[src/rtl/sva_pkg.sv]
// ----------------------------------------------------------------------------
// Voice allocator package
// Types, item structs, codes and reset constants shared by the allocator files.
// ----------------------------------------------------------------------------
`default_nettype none

package sva_pkg;

   localparam int          DEFAULT_MAX_VOICES = 8;
   localparam logic [3:0]  VOICE_COUNT_RESET  = 4'd4;
   localparam logic [31:0] AGE_NONE           = 32'hFFFF_FFFF;
   localparam logic [31:0] AGE_COUNTER_RESET  = 32'd1;

   localparam int          CSR_INDEX_W = 2;
   localparam int          CSR_DATA_W  = 4;

   localparam logic [CSR_INDEX_W-1:0] CSR_VOICE_COUNT = 2'd0;
   localparam logic [CSR_INDEX_W-1:0] CSR_LEGATO_MODE = 2'd1;

   typedef enum logic [1:0] {
      CMD_NOTE_ON       = 2'd0,
      CMD_NOTE_OFF      = 2'd1,
      CMD_GRAINS_STATUS = 2'd2,
      CMD_ALL_OFF       = 2'd3
   } cmd_type;

   typedef enum logic [2:0] {
      ST_IDLE,
      ST_EXEC,
      ST_SCAN,
      ST_COMMIT,
      ST_FINISH
   } state_type;

   typedef struct packed {
      cmd_type    cmd;
      logic [6:0] note_number;
      logic [6:0] note_velocity;
      logic [2:0] status_voice;
      logic       grains_running;
   } req_item_type;

   typedef struct packed {
      logic [2:0] chosen_voice;
      logic       restart;
      logic       stolen;
      logic [7:0] released_mask;
      logic [3:0] busy_voices;
   } rsp_item_type;

   typedef struct packed {
      logic [6:0]  note;
      logic [6:0]  velocity;
      logic [31:0] age;
   } voice_entry_type;

endpackage

`default_nettype wire

[src/rtl/synth_voice_allocator_core.sv]
// ----------------------------------------------------------------------------
// Voice allocator core
// Polyphonic voice table with first-free, oldest-released, oldest-overall steal.
// ----------------------------------------------------------------------------
// Note, velocity and age of each voice sit in a synchronous RAM; the active,
// gate and grains-busy flags sit in flip-flops. Grains status, all-off, legato
// note-on and a note-on that finds a free voice go from EXEC to FINISH. Note-off
// and a stealing note-on walk SCAN over the n voices in use, and a stealing
// note-on then passes COMMIT; the RAM read port walks the table one voice a
// cycle. One item is in flight at a time; a new item is taken while the
// previous result waits in the output register.
`default_nettype none

module synth_voice_allocator_core
   import sva_pkg::*;
#(
   parameter int MAX_VOICES = DEFAULT_MAX_VOICES
) (
   input  wire logic                   clock,
   input  wire logic                   reset,
   input  wire logic                   req_valid,
   output logic                        req_ready,
   input  wire req_item_type           req_item,
   output logic                        rsp_valid,
   input  wire logic                   rsp_ready,
   output rsp_item_type                rsp_item,
   input  wire logic                   csr_we,
   input  wire logic [CSR_INDEX_W-1:0] csr_index,
   input  wire logic [CSR_DATA_W-1:0]  csr_wdata
);

   localparam int VIDX_W = (MAX_VOICES > 1) ? $clog2(MAX_VOICES) : 1;
   localparam int CNT_W  = $clog2(MAX_VOICES + 1);

   function automatic logic [CNT_W-1:0] used_count(input logic [3:0] cnt, input logic leg);
      logic [CNT_W-1:0] n;
      if (leg) begin
         n = CNT_W'(1);
      end else if (cnt == 4'd0) begin
         n = CNT_W'(1);
      end else if ({1'b0, cnt} > 5'(MAX_VOICES)) begin
         n = CNT_W'(MAX_VOICES);
      end else begin
         n = CNT_W'(cnt);
      end
      return n;
   endfunction

   state_type              state_ff, state_in;
   req_item_type           item_ff;
   logic [3:0]             voice_count_ff;
   logic                   legato_ff;
   logic [MAX_VOICES-1:0]  active_ff, gate_ff, grains_ff, written_ff;
   logic [31:0]            age_ctr_ff;
   logic [VIDX_W-1:0]      idx_ff;
   logic                   rel_found_ff;
   logic [31:0]            rel_age_ff, all_age_ff;
   logic [VIDX_W-1:0]      rel_idx_ff, all_idx_ff;
   logic [MAX_VOICES-1:0]  rmask_ff;
   logic [VIDX_W-1:0]      chosen_ff;
   logic                   restart_ff, stolen_ff;
   logic                   rsp_valid_ff;
   rsp_item_type           rsp_item_ff;

   logic [CNT_W-1:0]       n_cur, n_new, n_last;
   logic [3:0]             cfg_count;
   logic                   cfg_legato, cfg_shrink;
   logic [MAX_VOICES-1:0]  in_range, keep_mask;
   logic                   free_found;
   logic [VIDX_W-1:0]      free_idx;
   logic                   fast_on, needs_scan, scan_last;
   logic                   do_commit, do_scan, do_start, do_grains, do_alloff, do_load, do_accept;
   logic [VIDX_W-1:0]      rd_addr, commit_v, sv_idx;
   logic                   sv_ok;
   voice_entry_type        rd_entry, wr_entry;
   logic [31:0]            scan_age;
   logic [6:0]             scan_note;
   logic                   rel_cand, all_cand, off_match;
   logic [CNT_W-1:0]       busy_cnt;
   logic [MAX_VOICES+7:0]  rmask_ext;
   logic [VIDX_W+2:0]      chosen_ext;
   logic [CNT_W+3:0]       busy_ext;

   // ------------------------------------------------------------------
   assign n_cur      = used_count(voice_count_ff, legato_ff);
   assign n_last     = n_cur - CNT_W'(1);
   assign cfg_count  = (csr_index == CSR_VOICE_COUNT) ? csr_wdata : voice_count_ff;
   assign cfg_legato = (csr_index == CSR_LEGATO_MODE) ? csr_wdata[0] : legato_ff;
   assign n_new      = used_count(cfg_count, cfg_legato);
   assign cfg_shrink = csr_we && (n_new < n_cur);

   always_comb begin
      for (int i = 0; i < MAX_VOICES; i++) begin
         in_range[i]  = CNT_W'(i) < n_cur;
         keep_mask[i] = CNT_W'(i) < n_new;
      end
   end

   always_comb begin
      free_found = 1'b0;
      free_idx   = '0;
      for (int i = MAX_VOICES - 1; i >= 0; i--) begin
         if (in_range[i] && !active_ff[i] && !grains_ff[i]) begin
            free_found = 1'b1;
            free_idx   = VIDX_W'(i);
         end
      end
   end

   assign fast_on    = legato_ff || free_found;
   assign needs_scan = (item_ff.cmd == CMD_NOTE_OFF) ||
                       ((item_ff.cmd == CMD_NOTE_ON) && !fast_on);
   assign scan_last  = (CNT_W'(idx_ff) == n_last);

   assign scan_age  = written_ff[idx_ff] ? rd_entry.age  : '0;
   assign scan_note = written_ff[idx_ff] ? rd_entry.note : '0;
   assign rel_cand  = active_ff[idx_ff] && !gate_ff[idx_ff] && (scan_age < rel_age_ff);
   assign all_cand  = scan_age < all_age_ff;
   assign off_match = (item_ff.cmd == CMD_NOTE_OFF) && active_ff[idx_ff] &&
                      gate_ff[idx_ff] && (scan_note == item_ff.note_number);

   assign sv_idx = VIDX_W'(item_ff.status_voice);
   assign sv_ok  = {{CNT_W{1'b0}}, item_ff.status_voice} < {3'b000, n_cur};

   always_comb begin
      if (state_ff == ST_EXEC) begin
         commit_v = legato_ff ? '0 : free_idx;
      end else begin
         commit_v = rel_found_ff ? rel_idx_ff : all_idx_ff;
      end
   end

   // ------------------------------------------------------------------
   always_comb begin
      state_in = state_ff;
      unique case (state_ff)
         ST_IDLE: begin
            if (req_valid) state_in = ST_EXEC;
         end
         ST_EXEC: begin
            state_in = needs_scan ? ST_SCAN : ST_FINISH;
         end
         ST_SCAN: begin
            if (scan_last) begin
               state_in = (item_ff.cmd == CMD_NOTE_ON) ? ST_COMMIT : ST_FINISH;
            end
         end
         ST_COMMIT: begin
            state_in = ST_FINISH;
         end
         ST_FINISH: begin
            if (!rsp_valid_ff || rsp_ready) state_in = ST_IDLE;
         end
         default: state_in = ST_IDLE;
      endcase
   end

   always_comb begin
      req_ready = 1'b0;
      do_accept = 1'b0;
      do_commit = 1'b0;
      do_start  = 1'b0;
      do_scan   = 1'b0;
      do_grains = 1'b0;
      do_alloff = 1'b0;
      do_load   = 1'b0;
      rd_addr   = idx_ff;
      unique case (state_ff)
         ST_IDLE: begin
            req_ready = 1'b1;
            do_accept = req_valid;
         end
         ST_EXEC: begin
            rd_addr   = '0;
            do_start  = 1'b1;
            do_commit = (item_ff.cmd == CMD_NOTE_ON) && fast_on;
            do_grains = (item_ff.cmd == CMD_GRAINS_STATUS);
            do_alloff = (item_ff.cmd == CMD_ALL_OFF);
         end
         ST_SCAN: begin
            rd_addr = VIDX_W'(idx_ff + 1'b1);
            do_scan = 1'b1;
         end
         ST_COMMIT: begin
            do_commit = 1'b1;
         end
         ST_FINISH: begin
            do_load = !rsp_valid_ff || rsp_ready;
         end
         default: begin
            rd_addr = idx_ff;
         end
      endcase
   end

   // ------------------------------------------------------------------
   assign wr_entry = '{note: item_ff.note_number, velocity: item_ff.note_velocity,
                       age: age_ctr_ff};

   sva_ram #(
      .WIDTH($bits(voice_entry_type)),
      .DEPTH(MAX_VOICES)
   ) u_ram (
      .clock   (clock),
      .wr_en   (do_commit),
      .wr_addr (commit_v),
      .wr_data (wr_entry),
      .rd_addr (rd_addr),
      .rd_data (rd_entry)
   );

   always_ff @(posedge clock) begin
      if (reset) begin
         state_ff       <= ST_IDLE;
         voice_count_ff <= VOICE_COUNT_RESET;
         legato_ff      <= 1'b0;
         active_ff      <= '0;
         gate_ff        <= '0;
         grains_ff      <= '0;
         written_ff     <= '0;
         age_ctr_ff     <= AGE_COUNTER_RESET;
         rsp_valid_ff   <= 1'b0;
      end else begin
         state_ff <= state_in;
         if (csr_we) begin
            voice_count_ff <= cfg_count;
            legato_ff      <= cfg_legato;
         end
         if (do_commit) begin
            active_ff[commit_v]  <= 1'b1;
            gate_ff[commit_v]    <= 1'b1;
            written_ff[commit_v] <= 1'b1;
            age_ctr_ff           <= age_ctr_ff + 32'd1;
         end
         if (do_scan && off_match) begin
            gate_ff[idx_ff] <= 1'b0;
         end
         if (do_grains && sv_ok) begin
            grains_ff[sv_idx] <= item_ff.grains_running;
            if (!gate_ff[sv_idx] && !item_ff.grains_running) begin
               active_ff[sv_idx] <= 1'b0;
            end
         end
         if (do_alloff) begin
            active_ff <= '0;
            gate_ff   <= '0;
            grains_ff <= '0;
         end
         if (cfg_shrink) begin
            active_ff <= active_ff & keep_mask;
            gate_ff   <= gate_ff & keep_mask;
            grains_ff <= grains_ff & keep_mask;
         end
         if (do_load) begin
            rsp_valid_ff <= 1'b1;
         end else if (rsp_ready) begin
            rsp_valid_ff <= 1'b0;
         end
      end
   end

   always_ff @(posedge clock) begin
      if (do_accept) begin
         item_ff <= req_item;
      end
      if (do_start) begin
         idx_ff       <= '0;
         rel_found_ff <= 1'b0;
         rel_age_ff   <= AGE_NONE;
         all_age_ff   <= AGE_NONE;
         all_idx_ff   <= '0;
         rmask_ff     <= do_alloff ? gate_ff : '0;
      end
      if (do_scan) begin
         idx_ff <= VIDX_W'(idx_ff + 1'b1);
         if (rel_cand) begin
            rel_found_ff <= 1'b1;
            rel_age_ff   <= scan_age;
            rel_idx_ff   <= idx_ff;
         end
         if (all_cand) begin
            all_age_ff <= scan_age;
            all_idx_ff <= idx_ff;
         end
         if (off_match) begin
            rmask_ff[idx_ff] <= 1'b1;
         end
      end
      if (do_commit) begin
         chosen_ff  <= commit_v;
         stolen_ff  <= active_ff[commit_v] || grains_ff[commit_v];
         restart_ff <= !(legato_ff && active_ff[commit_v] && gate_ff[commit_v]);
      end else if (do_start) begin
         chosen_ff  <= '0;
         restart_ff <= 1'b0;
         stolen_ff  <= 1'b0;
      end
      if (do_load) begin
         rsp_item_ff <= '{chosen_voice: chosen_ext[2:0], restart: restart_ff,
                          stolen: stolen_ff, released_mask: rmask_ext[7:0],
                          busy_voices: busy_ext[3:0]};
      end
   end

   // ------------------------------------------------------------------
   always_comb begin
      busy_cnt = '0;
      for (int i = 0; i < MAX_VOICES; i++) begin
         if (in_range[i] && (active_ff[i] || grains_ff[i])) begin
            busy_cnt = busy_cnt + CNT_W'(1);
         end
      end
   end

   assign rmask_ext  = {8'd0, rmask_ff};
   assign chosen_ext = {3'd0, chosen_ff};
   assign busy_ext   = {4'd0, busy_cnt};

   assign rsp_valid = rsp_valid_ff;
   assign rsp_item  = rsp_item_ff;

endmodule

`default_nettype wire

[src/rtl/sva_ram.sv]
// ----------------------------------------------------------------------------
// Voice allocator RAM
// Generic single-write, single-read synchronous RAM with registered read data.
// ----------------------------------------------------------------------------
`default_nettype none

module sva_ram #(
   parameter int WIDTH = 8,
   parameter int DEPTH = 8
) (
   input  wire logic                                     clock,
   input  wire logic                                     wr_en,
   input  wire logic [((DEPTH > 1) ? $clog2(DEPTH) : 1)-1:0] wr_addr,
   input  wire logic [WIDTH-1:0]                         wr_data,
   input  wire logic [((DEPTH > 1) ? $clog2(DEPTH) : 1)-1:0] rd_addr,
   output logic      [WIDTH-1:0]                         rd_data
);

   logic [WIDTH-1:0] mem_ff [DEPTH];

   always_ff @(posedge clock) begin
      if (wr_en) begin
         mem_ff[wr_addr] <= wr_data;
      end
      rd_data <= mem_ff[rd_addr];
   end

endmodule

`default_nettype wire

[config.mk]
export PLATFORM = sky130hd
export DESIGN_NAME = synth_voice_allocator_core
export DESIGN_NICKNAME = d
export VERILOG_FILES = /design/src/rtl/sva_pkg.sv /design/src/rtl/synth_voice_allocator_core.sv /design/src/rtl/sva_ram.sv
export SDC_FILE = /design/constraint.sdc
export NUM_CORES = 1
export LEC_CHECK = 0
export BUFFER_PORTS_ARGS = -buffer_cell sky130_fd_sc_hd__buf_4
export CAP_MARGIN = 0
export CELL_PAD_IN_SITES_DETAIL_PLACEMENT = 1
export CELL_PAD_IN_SITES_GLOBAL_PLACEMENT = 1
export CORE_MARGIN = 2
export CORE_UTILIZATION = 28
export CTS_CLUSTER_SIZE = 10
export DETAILED_ROUTE_END_ITERATION = 10
export GPL_ROUTABILITY_DRIVEN = 0
export GPL_TIMING_DRIVEN = 0
export HOLD_SLACK_MARGIN = 0.02
export PLACE_DENSITY = 0.59
export SYNTH_ARGS = -nofsm -noshare
export SYNTH_HDL_FRONTEND = slang
export SYNTH_SLANG_ARGS = --single-unit
export TNS_END_PERCENT = 20
[constraint.sdc]
create_clock -name clock -period 7.4 [get_ports clock]
set_input_delay 1.48 -clock clock [delete_from_list [all_inputs] [get_ports clock]]
set_output_delay 1.48 -clock clock [all_outputs]
set_load 0.03 [all_outputs]
### After elaboration in Yosys (flattened, before gate mapping)

Memory sizes are Yosys's and may differ from the RTL's. A register that Yosys moved wholly into a read port is not among the register bits.
Index checks and enable logic that the tools add are counted.

* output and inout port bits: 19
* memories kept: 1
* input port bits: 31
* word-level logic and storage cells: 290
* register bits: 197
* bits in writable memories: 368

Memory list
* u_ram.mem_ff: words 8, width 46, rd ports 1, clocked after Yosys merged registers in 1, write ports 1, line sva_ram.sv:19 `logic [WIDTH-1:0] mem_ff [DEPTH];`

* multiplexer cells: 113
* reduce and logical (&&, ||, !) cells: 85
* eq/ne operators: 13
* order comparisons: 28
* bitwise logic cells: 11
* add/sub/neg operators: 10

Operators with widths (number)
* $mux W32: 7
* $mux W8: 18
* $mux W3: 22
* $lt A32 B32 Y1: 2
* $mux W4: 14
* $and A8 B8 Y8: 5
* $logic_and A1 B1 Y1: 40
* $mux W1: 37
* $add A32 B1 Y32 const B: 1
* $lt A3 B4 Y1 const A: 8
* $or A8 B8 Y8: 4
* $add A4 B1 Y4 const B: 7
* $logic_not A1 Y1: 22
* $bmux W1 S3: 7
* $lt A1 B4 Y1 const A: 4
* $lt A2 B4 Y1 const A: 4
* $not A8 Y8: 2
* $pmux W3 S5: 1
* $logic_or A1 B1 Y1: 12
* $lt A3 B4 Y1 const B: 3
* $demux W1 S3: 3
* $ge A3 B1 Y1 const B: 3
* $bwmux W8: 1
* $gt A4 B4 Y1 const B: 2
* 22 further kinds: 31

### Depth between registers and ports, before layout

Gate-level depths: netlist of run 1.

* depth after elaboration: 29
* gate-level depth with buffers: 24
* depth with buffers taken out: 23

### Modules after synthesis

Synthesis of run 1 repeated with hierarchy kept, for this count alone.

* cell total of the unflattened synthesis: 1822
* area, all modules: 26411.6 µm²

By module, submodules not included
* sva_ram: seq. area each 11971.5 µm², times used 1, cells each 590, area an instance 15051.9 µm²
* synth_voice_allocator_core: seq. area each 4424.2 µm², times used 1, cells each 1232, area an instance 11359.6 µm²

### Worst setup path before layout of run 1

No wires, ideal clock.

* kind: flip-flop to flip-flop
* start: register voice_count_ff[2]
* end: memory u_ram.mem_ff[2][0] (netlist name) (enable)
* buffers on the path: 2
* stages on the path, launching flop included: 13
* required time: 6.909 ns
* path slack: 1.732 ns
* arrival: 5.177 ns
* setup time: 0.491 ns
* clock period less this slack: 5.668 ns
* path through: dfxtp_1 -> buf_2 -> or2_2 -> a21oi_1 -> inv_1 -> ha_1 -> nor2b_1 -> o21ai_1 -> nor3b_2 -> a21boi_2 -> nor2_1 -> buf_2 -> nor3_1

* word-level cells in the longest chain between the ends: 20
* elaborated cells on any way between the ends: 52
* classes of those cells: order compare: 9; mux: 24; reduce/logical: 19

RTL lines
* start, declared: line synth_voice_allocator_core.sv:51 `logic [3:0] voice_count_ff;`
* start signal, assigned: line synth_voice_allocator_core.sv:226 `voice_count_ff <= cfg_count;`
* $gt A4 B4 Y1: line synth_voice_allocator_core.sv:41 `end else if ({1'b0, cnt} > 5'(MAX_VOICES)) begin`
* $mux W4: line synth_voice_allocator_core.sv:41
* $mux W4 *: line synth_voice_allocator_core.sv:39 `end else if (cnt == 4'd0) begin`
* $mux W4 *: line synth_voice_allocator_core.sv:37 `if (leg) begin`
* $lt A3 B4 Y1: line synth_voice_allocator_core.sv:94 `in_range[i] = CNT_W'(i) < n_cur;`
* $logic_and A1 B1 Y1 (2 in series): line synth_voice_allocator_core.sv:103 `if (in_range[i] && !active_ff[i] && !grains_ff[i]) begin`
* $mux W1 (8 in series): line synth_voice_allocator_core.sv:103
* $logic_or A1 B1 Y1: line synth_voice_allocator_core.sv:110 `assign fast_on = legato_ff || free_found;`
* $logic_and A1 B1 Y1: line synth_voice_allocator_core.sv:176 `do_commit = (item_ff.cmd == CMD_NOTE_ON) && fast_on;`
* $pmux W1 S2: line synth_voice_allocator_core.sv:168 `unique case (state_ff)`
* $mux W1: line sva_ram.sv:22 `if (wr_en) begin`
* $mux W1 (not written as such): line sva_ram.sv:23 `mem_ff[wr_addr] <= wr_data;`
* end, declared: line sva_ram.sv:19

Mark *: on every way between the ends. The rest lies on a longest branch, timed or not.

### Worst setup path in the final report of run 1

* start: register legato_ff
* end: register rsp_item_ff (netlist bit rsp_item[1]), data pin

* word-level cells in the longest chain between the ends: 18
* elaborated cells on any way between the ends: 32
* classes of those cells: add/sub: 7; order compare: 8; mux: 9; reduce/logical: 8

RTL lines
* start, declared: line synth_voice_allocator_core.sv:52 `logic legato_ff;`
* start signal, assigned: line synth_voice_allocator_core.sv:227 `legato_ff <= cfg_legato;`
* $mux W4 *: line synth_voice_allocator_core.sv:37
* $lt A1 B4 Y1: line synth_voice_allocator_core.sv:94
* $logic_and A1 B1 Y1: line synth_voice_allocator_core.sv:309 `if (in_range[i] && (active_ff[i] || grains_ff[i])) begin`
* $mux W1: line synth_voice_allocator_core.sv:309
* $add A4 B1 Y4: line synth_voice_allocator_core.sv:310 `busy_cnt = busy_cnt + CNT_W'(1);`
* $mux W4: line synth_voice_allocator_core.sv:309
* $add A4 B1 Y4: line synth_voice_allocator_core.sv:310
* $mux W4: line synth_voice_allocator_core.sv:309
* [3 not listed]
* $mux W4: line synth_voice_allocator_core.sv:309
* $add A4 B1 Y4: line synth_voice_allocator_core.sv:310
* $mux W4: line synth_voice_allocator_core.sv:309
* $add A4 B1 Y4: line synth_voice_allocator_core.sv:310
* $mux W4: line synth_voice_allocator_core.sv:309
* $add A4 B1 Y4: line synth_voice_allocator_core.sv:310
* $mux W4 *: line synth_voice_allocator_core.sv:309
* named net busy_cnt[1]: line synth_voice_allocator_core.sv:79 `logic [CNT_W-1:0] busy_cnt;`
* end signal, assigned: line synth_voice_allocator_core.sv:299 `rsp_item_ff <= '{chosen_voice: chosen_ext[2:0], restart: restart_ff,`
* end, declared: line synth_voice_allocator_core.sv:63 `rsp_item_type rsp_item_ff;`

Mark *: on every way through the listed nets, which the timed path passes. The rest lies on a longest branch.
A chain may end at the register's enable or synchronous reset.

==> flow_metrics.tcl, run 1 <==
set metrics [dict create \
    status "finished, final reports clean" \
    placementRows 107 \
    ys_seq_area_share_pct 59.6 \
    diodes 0 \
    tns_ps 0 \
    rsz0062_at_grt "false" \
    root_buffer "clkbuf_16" \
    cp-end-kind "flop" \
    maxCapViolCount 0 \
    hold_viol_final 0 \
    syn_nets 2387 \
    drtIter0Drc 1275 \
    crit_arrival_ps 6230 \
    worst_slew_pin_slew_ps 1310 \
    clock_sinks 541 \
    slew_viol_final 0 \
    fmax_mhz 170 \
    start_util_pct 28.3 \
    irDropWorstVdd_mv 0.138 \
    io_pins 50 \
    synth_edf_count 353 \
    remaining_drc_errors 0 \
    ys_types 88 \
    synthAdderAreaFrac_pct 4.15 \
    netlist_area_um2 24100 \
    cts_setup_buffers 0 \
    hold_buffers 0 \
    p_leak_nw 11.8 \
    htreeDepth 3 \
    fin_crit_sh_pct 79.5 \
    grt_pass1_wl_um 115000 \
    fin_ws_ps 1520 \
    grtUsageTotal_pct 17.0 \
    io_buffers 40 \
    num-fill-cells 9529 \
    cts.path.max_buffers 3 \
    antenna_left 0 \
    cp_max_fo 10 \
    final-seq-area_um2 14400 \
    synth_warnings 0 \
    overflow 0 \
    clk_pin_slew_ps 50 \
    firstDrtPassIters 5 \
    synth_compound_area_share_pct 7.82 \
    cts_buffers 67 \
    min_period_ps 5880 \
    power_per_cell_area_nw_per_um2 253 \
    syn_avg_cell_area_um2 10.6 \
    ctsResizeCount 0 \
    wl_um 76000 \
    crit_type "flop to flop" \
    area_delta_synth_final_pct 17.9 \
    viasPerCell 4.94 \
    die_x_um 297 \
    synth-xor-area-share_pct 1.56 \
    grt_antenna_before_repair 0 \
    start_kind "flop" \
    cp.required_ps 7750 \
    ys.flop_type "edfxtp_1" \
    max_slew_margin_pct 12.5 \
    post_drt_wl_per_cell_um 21.1 \
    synthMuxAreaShare_pct 4.47 \
    core-area_um2 85300 \
    synth-simple-area-share_pct 18.4 \
    dieArea_um2 88400 \
    ys_ff_latch 541 \
    async_reset_ff_share_pct 0 \
    vias 17800 \
    finalClockSkew_ps 32.3 \
    netlist_instances 2276 \
    hp-class "flop to flop" \
    worstSkewPairLatency_ps 620 \
    grt_max_degree 31 \
    dpl.hpwl_um 54000 \
    cts_tree "built" \
    setup_viol 0 \
    place_ws_ps 1500 \
    die_h_um 297 \
    multi_input_area_um2 8810 \
    fin_hold_ws_ps 435 \
    synth_top_family_by_area "simple AND/OR/NAND/NOR gates" \
    drive_gt1_share_pct 9.33 \
    nets 2522 \
    grt_pass1_vias 18700 \
]
cell families (layout without fill, tap and decap cells):
logic type,Yosys count,after routing
and+or+nand+nor,988,988
DFF,541,541
muxes,100,100
buffers and inverters,241,430
AOI/OAI and AO/OA,284,284
adders and majority gates,80,80
xor gates and xnor gates,42,42
worst paths after layout:
path | slack, ps | startpoint | to | cells after the start
worst min-delay path | 440 | restart_ff | rsp_item[13] | 0
worst max-delay path | 1520 | legato_ff | rsp_item[1] | 21
worst max register to register | 1520 | legato_ff | rsp_item[1] | 21
worst min register to register | 440 | restart_ff | rsp_item[13] | 0
sequential cells by signal (all words and copies together), names as in the netlist:
signal          count
state_ff            3
rel_found_ff        1
active_ff           8
all_idx_ff          3
restart_ff          1
rel_age_ff         32
u_ram.mem_ff      312
sv_idx              3
rsp_valid           1
gate_ff             8
written_ff          8
u_ram.rd_data      39
age_ctr_ff         32
voice_count_ff      4
all_age_ff         32
chosen_ff           3
grains_ff           8
idx_ff              3
stolen_ff           1
legato_ff           1
item_ff            10
rel_idx_ff          3
rsp_item           17
rmask_ff            8
critical path, stage by stage (launching register included):
cell     delay, ps
dfxtp_1        450
buf_2          330
nor2_1         130
a21oi_1        360
inv_1          220
ha_1           260
nor2_1         230
o22ai_1        170
inv_1           90
ha_1           290
xnor2_1        200
ha_1           240
mux2_2         300
ha_1           310
nand2_1        110
nand2_1         80
ha_1           300
a221o_1        380
ha_1           340
mux2_2         290
ha_1           290
mux2_2         270
where the power goes:
group	total [mW]	internal (mW)	leakage (nW)	switching [mW]
logic	0.715	0.215	5.99	0.500
clock network	3.09	1.80	0.979	1.29
registers	3.39	3.31	4.80	0.0788
total	7.20	5.32	11.8	1.87
Yosys cell counts, types with 34 or more instances:
cell / instances / area (um2)
edfxtp_1: 353 / 10600
xnor2_1: 34 / 298
nand3_1: 220 / 1100
o21ai_0: 78 / 390
inv_1: 127 / 477
ha_1: 80 / 1000
nand2_1: 466 / 1750
nor3_1: 34 / 170
clkbuf_1: 82 / 308
a21oi_1: 60 / 300
nor2_1: 148 / 556
dfxtp_1: 188 / 3760
mux2i_1: 84 / 841
final cells by class:
cell class,count,area share [%]
sequential,541,50.6
multi-input combinational,1494,31.0
clock buffer,113,6.69
tap,1144,5.04
timing repair buffer,66,2.74
inverter,129,1.70
buffer,112,1.70
clock inverter,10,0.555
cells in the final DEF, fill, tap and decap left out, drive strengths merged, types with 10 or more instances in the layout:
master,Yosys,routed
dfxtp,188,188
a21oi,61,61
a211oi,10,10
nor2b,12,12
nor2,149,149
nand2b,14,14
ha,80,80
o21ai,89,89
nand4,20,20
inv,129,132
or3,14,14
clkbuf,82,195
nand2,468,468
nor4,10,10
a21o,20,20
buf,30,96
edfxtp,353,353
xnor2,34,34
mux2i,84,84
a31oi,10,10
nor3,39,39
and2,10,10
mux2,11,11
nand3,221,221
metrics by stage:
step                      power [mW]  area, um2  instances  utilization [%]
final                           7.20      28400       3609             33.3
after global routing            7.47      28400       3609             33.3
after CTS                       7.27      28400       3609             33.3
after detailed placement        4.17      26400       3486             30.9
after global placement          4.14      25800       3460             30.3
after floorplan                 3.85      24100       2276                -
metal layers:
metal  global-route usage (%)  share of wire [%]  vias up
met5                        0                  0        -
li1                         -                  -     8307
met4                     5.99                2.9        0
met1                     22.4                 45     8997
met2                     28.5                 48      384
met3                     2.58                4.5      140
Power figures use the tool's default switching activity.
==> inputs of run 2 (changes only) <==
==> constraint.sdc (replaced) <==
create_clock -name clock -period 6.1 [get_ports clock]
set_input_delay 1.22 -clock clock [delete_from_list [all_inputs] [get_ports clock]]
set_output_delay 1.22 -clock clock [all_outputs]
set_load 0.03 [all_outputs]
==> run 2 against run 1 <==
Against the previous run:
- global-route usage is the same
- worst hold slack unchanged
- power is 21% higher
- die area unchanged
- register-to-register slack got worse by 1200 ps
- critical endpoint unchanged
- largest cell class unchanged
- highest routed layer unchanged
==> flow_metrics.tcl, run 2 (same netlist as run 1, synthesis figures left out) <==
set metrics [dict create \
    status "finished, final reports clean" \
    hold_viol_final 0 \
    setup_viol 0 \
    start_util_pct 28.3 \
    largest-register "u_ram.mem_ff" \
    fin_crit_sh_pct 94.1 \
    die_x_um 297 \
    diodes 0 \
    firstDrtPassIters 5 \
    cts_buffers 67 \
    postPlaceCellArea_um2 26400 \
    layout_commonest_cell "nand2_1" \
    cp_max_fo 10 \
    start_kind "flop" \
    num-fill-cells 9528 \
    vias 17800 \
    min_to "rsp_item[13]" \
    power_per_cell_area_nw_per_um2 307 \
    area_delta_synth_final_pct 17.9 \
    core-area_um2 85300 \
    finalClockSkew_ps 32.3 \
    fmax_mhz 174 \
    drive_gt1_share_pct 9.37 \
    worstSkewPairLatency_ps 620 \
    dieArea_um2 88400 \
    cp-end-kind "flop" \
    fin_hold_ws_ps 435 \
    hold_start "restart_ff" \
    grt_antenna_before_repair 0 \
    final_cells 3609 \
    min_period_ps 5740 \
    crit_type "flop to flop" \
    place_ws_ps 202 \
    grt_max_degree 31 \
    final_cell_mix "466 x nand2_1, 353 x edfxtp_1, 220 x nand3_1" \
    clock_sinks 541 \
    cp.required_ps 6450 \
    fin_ws_ps 358 \
    viasPerCell 4.94 \
    r2r_slack_ps 360 \
    dpl.hpwl_um 54000 \
    reg_top3 "u_ram.mem_ff (312), u_ram.rd_data (39)" \
    clk_pin_slew_ps 50 \
    htreeDepth 3 \
    placementRows 107 \
    remaining_drc_errors 0 \
    p_leak_nw 11.8 \
    cts.path.max_buffers 3 \
    wl_um 76000 \
    cts_tree "built" \
    grtUsageTotal_pct 17.0 \
    die_h_um 297 \
    r2r-end "rsp_item[1]" \
    largest_register_ffs 312 \
    nets 2522 \
    slew_viol_final 0 \
    r2r_cells 21 \
    power_mw 8.73 \
    worst_slew_pin_slew_ps 1320 \
    irDropWorstVdd_mv 0.167 \
    maxCapViolCount 0 \
    rr_startpoint "legato_ff" \
    io_buffers 40 \
    ctsResizeCount 0 \
    overflow 0 \
    final_area_um2 28400 \
    io_pins 50 \
    tns_ps 0 \
    cts_setup_buffers 0 \
    antenna_left 0 \
    place_inst 3486 \
    whs_path_depth 0 \
    crit_arrival_ps 6090 \
    hold_buffers 0 \
    rsz0062_at_grt "false" \
    fin_util_pct 33.3 \
    post_drt_wl_per_cell_um 21.1 \
    hp-class "flop to flop" \
    grt_pass1_wl_um 115000 \
    max_slew_margin_pct 12.2 \
    grt_pass1_vias 18700 \
    drtIter0Drc 1275 \
    root_buffer "clkbuf_16" \
]
## run 2: cell count changes in the layout (fill, tap and decap cells not counted)
cell	previous run	this run
a21oi_2	2	3
a21oi_1	59	58
## run 2: worst max-delay path by stage
stage | slack, ps | startpoint | end | cells after the start
detailed placement | 200 | legato_ff | rsp_item[1] | 21
global route | 50 | legato_ff | rsp_item[1] | 21
global placement | -3290 | legato_ff | u_ram.mem_ff[0][14] | 12
floorplan | 430 | voice_count_ff[2] | u_ram.mem_ff[2][0] | 12
finish | 360 | legato_ff | rsp_item[1] | 21
CTS | 180 | legato_ff | rsp_item[1] | 21
## run 2: area by class of cell
type / instances / area [um2] / share of cell area (%)
buffer: 112 / 483 / 1.70
clock buffer: 113 / 1900 / 6.69
clock inverter: 10 / 158 / 0.555
inverter: 129 / 484 / 1.70
multi-input combinational: 1494 / 8810 / 31.0
sequential: 541 / 14400 / 50.6
tap: 1144 / 1430 / 5.04
timing repair buffer: 66 / 778 / 2.74
## run 2: power breakdown
part           switching (mW)  leakage, nW  internal (mW)
Sequential             0.0956         4.80           4.02
Combinational           0.607         5.99          0.261
Clock                    1.57        0.979           2.18
## run 2: per-layer routing
metal / global-route usage [%] / vias up / part of all wire [%]
met5: 0 / - / 0
met4: 5.99 / 0 / 2.9
met3: 2.58 / 140 / 4.6
met2: 28.5 / 386 / 48
met1: 22.4 / 8990 / 45
li1: - / 8307 / -
## run 2: worst max-delay path: stages, from the launching register on
cell and delay [ps]:
dfxtp_1 450, buf_2 330, nor2_1 140, a21oi_2 260
inv_1 180, ha_1 240, nor2_1 230, o22ai_1 170
inv_1 90, ha_1 290, xnor2_1 200, ha_1 240
mux2_2 300, ha_1 310, nand2_1 110, nand2_1 80
ha_1 300, a221o_1 380, ha_1 340, mux2_2 290
ha_1 290, mux2_2 270
==> inputs of run 3 (changes only) <==
--- a/config.mk
+++ b/config.mk
@@ -5,6 +5,7 @@
 export SDC_FILE = /design/constraint.sdc
 export NUM_CORES = 1
 export LEC_CHECK = 0
+export ABC_AREA = 1
 export BUFFER_PORTS_ARGS = -buffer_cell sky130_fd_sc_hd__buf_4
 export CAP_MARGIN = 0
 export CELL_PAD_IN_SITES_DETAIL_PLACEMENT = 1
@@ -16,7 +17,7 @@
 export GPL_ROUTABILITY_DRIVEN = 0
 export GPL_TIMING_DRIVEN = 0
 export HOLD_SLACK_MARGIN = 0.02
-export PLACE_DENSITY = 0.59
+export PLACE_DENSITY = 0.6
 export SYNTH_ARGS = -nofsm -noshare
 export SYNTH_HDL_FRONTEND = slang
 export SYNTH_SLANG_ARGS = --single-unit
==> run 3 against run 2 <==
Against the previous run:
- routed wire length up 4.4%
- fmax is 11% higher
- critical path depth is 8 higher
- area after synthesis is 2.2% higher
- non-clock buffer count shrank 24
- clock skew is 6.6 ps lower
- synthesized cell count is 16% higher
- setup slack better by 590 ps
- first-iteration DRC count down 14%
- combinational power rose by 96%
- via count rose by 8.8%
- critical path type unchanged
==> flow_metrics.tcl, run 3 <==
set metrics [dict create \
    final_cells 3970 \
    ys_types 55 \
    placementRows 108 \
    firstDrtPassIters 5 \
    fin_ws_ps 948 \
    die_x_um 301 \
    critPathMaxStageDelay_ps 480 \
    worst_slew_pin_slew_ps 1290 \
    timing.critical_path.slowest_stage_cell "dfxtp_1" \
    grt_pass1_vias 20400 \
    yosysTopAreaCellShare_pct 43.0 \
    area_delta_synth_final_pct 15.7 \
    power_per_cell_area_nw_per_um2 341 \
    fin_util_pct 32.7 \
    cts_setup_buffers 0 \
    hp-class "flop to flop" \
    hold_buffers 0 \
    crit_top_cell "nand2_1" \
    nets 2873 \
    dpl.hpwl_um 55700 \
    cts_tree "built" \
    seq_power_share_pct 43.9 \
    die_h_um 301 \
    swShare_pct 30.1 \
    crit_type "flop to flop" \
    rr_startpoint "legato_ff" \
    diodes 0 \
    htreeDepth 3 \
    switchingPower_mw 2.92 \
    netlist_instances 2648 \
    combPwrFrac_pct 17.4 \
    max_slew_margin_pct 14.0 \
    io_pins 50 \
    synth_warnings 0 \
    p_leak_nw 11.4 \
    drtIter0Drc 1091 \
    crit_arrival_ps 5450 \
    rsz0062_at_grt "false" \
    overflow 0 \
    ctsResizeCount 0 \
    clock_sinks 541 \
    layout_commonest_cell "nand2_1" \
    clk_pin_slew_ps 60 \
    drive_gt1_share_pct 9.66 \
    grt_antenna_before_repair 3 \
    syn_avg_cell_area_um2 9.30 \
    largest_register_ffs 312 \
    synthAdderAreaFrac_pct 4.06 \
    vias 19400 \
    hold_start "stolen_ff" \
    r2r_slack_ps 950 \
    start_util_pct 28.3 \
    r2r-end "rsp_item[1]" \
    cp_max_fo 6 \
    grt_max_degree 43 \
    syn_nets 2759 \
    post_drt_wl_per_cell_um 20.0 \
    min_to "rsp_item[12]" \
    maxCapViolCount 0 \
    status "finished, final reports clean" \
    fin_crit_sh_pct 84.5 \
    netlist_area_um2 24600 \
    remaining_drc_errors 0 \
    grt_pass1_wl_um 121000 \
    finalClockSkew_ps 25.7 \
    setup_viol 0 \
    ys.flop_type "edfxtp_1" \
    fmax_mhz 194 \
    synth_top_family_by_area "simple AND/OR/NAND/NOR gates" \
    async_reset_ff_share_pct 0 \
    io_buffers 41 \
    root_buffer "clkbuf_16" \
    final_cell_mix "519 x nand2_1, 415 x nor2_1, 353 x edfxtp_1" \
    whs_path_depth 0 \
    cts_buffers 67 \
    antenna_left 0 \
    start_kind "flop" \
    synthMuxAreaShare_pct 0 \
    reg_top3 "u_ram.mem_ff (312), u_ram.rd_data (39)" \
    slew_viol_final 0 \
    cts.path.max_buffers 3 \
    viasPerCell 4.89 \
    wl_um 79400 \
    ys_ff_latch 541 \
    tns_ps 0 \
    ys_seq_area_share_pct 58.3 \
    hold_viol_final 0 \
    yosysMostFrequentCell "nand2_1" \
    cp.required_ps 6400 \
    place_ws_ps 915 \
    synth_edf_count 353 \
    largest-register "u_ram.mem_ff" \
    p_int_mw 6.80 \
    synth_compound_area_share_pct 10.4 \
    yosys-top-cells-area "edfxtp_1 43%, dfxtp_1 15%, nand2_1 7.9%, nor2_1 6.3%, o21ai_0 4.2%" \
    yosysTopAreaCell "edfxtp_1" \
    core-area_um2 87000 \
    min_period_ps 5150 \
    worstSkewPairLatency_ps 610 \
    synth-simple-area-share_pct 20.3 \
    irDropWorstVdd_mv 0.173 \
    place_inst 3848 \
    p_clk_share_pct 38.6 \
    r2r_cells 29 \
    synth_common_cells "519 x nand2_1, 416 x nor2_1, 353 x edfxtp_1" \
    grtUsageTotal_pct 17.5 \
    synth-xor-area-share_pct 0.604 \
    dieArea_um2 90400 \
    cp-end-kind "flop" \
]
run 3: cell types whose count changed after synthesis, moves of 42 or more:
| cell | before | now |
|---|---|---|
| inv_1 | 127 | 238 |
| mux2i_1 | 84 | 0 |
| nand2_1 | 466 | 519 |
| nand3_1 | 220 | 129 |
| nor2_1 | 148 | 416 |
| o21ai_0 | 78 | 206 |
| o22ai_1 | 7 | 49 |
run 3: area by class of cell:
class | instances | area (um2)
tap | 1155 | 1450
clock inverter | 9 | 81.3
sequential | 541 | 14400
fill | 10000 | 58500
timing repair buffer | 45 | 362
buffer | 109 | 558
multi-input combinational | 1731 | 8720
inverter | 267 | 1000
clock buffer | 113 | 1960
run 3: worst max-delay path, delay by kind of cell (launching register included):
family	cells	cell delay [ps]
adder cells (fa/ha/maj)	7	1990
AND/OR/NAND/NOR	13	1380
AO/OA/AOI/OAI	3	570
flip-flops	1	480
buffers and inverters	6	420
run 3: worst max path at each step:
stage	from	to	slack [ps]	depth (start not counted)
floorplan	voice_count_ff[3]	rsp_item[1]	1800	28
global route	legato_ff	rsp_item[1]	560	29
detailed placement	legato_ff	rsp_item[1]	920	29
finish	legato_ff	rsp_item[1]	950	29
global placement	legato_ff	rsp_item[1]	1040	29
CTS	legato_ff	rsp_item[1]	900	29
run 3: metal layers:
| layer | vias up | global-route usage (%) | routed length [um] |
|---|---|---|---|
| li1 | 9157 | - | - |
| met1 | 9682 | 22.1 | 34800 |
| met2 | 403 | 30.0 | 38100 |
| met3 | 153 | 2.58 | 3490 |
| met4 | 2 | 7.20 | 2990 |
| met5 | - | 0 | 14 |
run 3: logic make-up (layout without fill, tap and decap cells):
group	count (synthesis)	in the layout
XOR/XNOR	17	17
flip-flops	541	541
buffers and inverters	376	543
AO/OA/AOI/OAI	454	454
AND/OR/NAND/NOR	1180	1180
adder cells (fa/ha/maj)	80	80
run 3: metrics by stage:
| stage | cell area [um2] | hold slack, ps | total power, mW |
|---|---|---|---|
| global route | 28500 | 421 | 10.2 |
| detailed placement | 26500 | 407 | 6.06 |
| finish | 28500 | 417 | 9.73 |
| floorplan | 24600 | 400 | 5.33 |
| CTS | 28500 | 418 | 9.82 |
| global placement | 26400 | 416 | 5.99 |
run 3: power by group through the flow:
stage | clock network, mW | logic (mW) | registers [mW]
finish | 3.76 | 1.70 | 4.28
global route | 3.98 | 1.89 | 4.30
CTS | 3.83 | 1.71 | 4.28
detailed placement | 0 | 1.70 | 4.36
global placement | 0 | 1.64 | 4.35
floorplan | 0 | 1.05 | 4.28
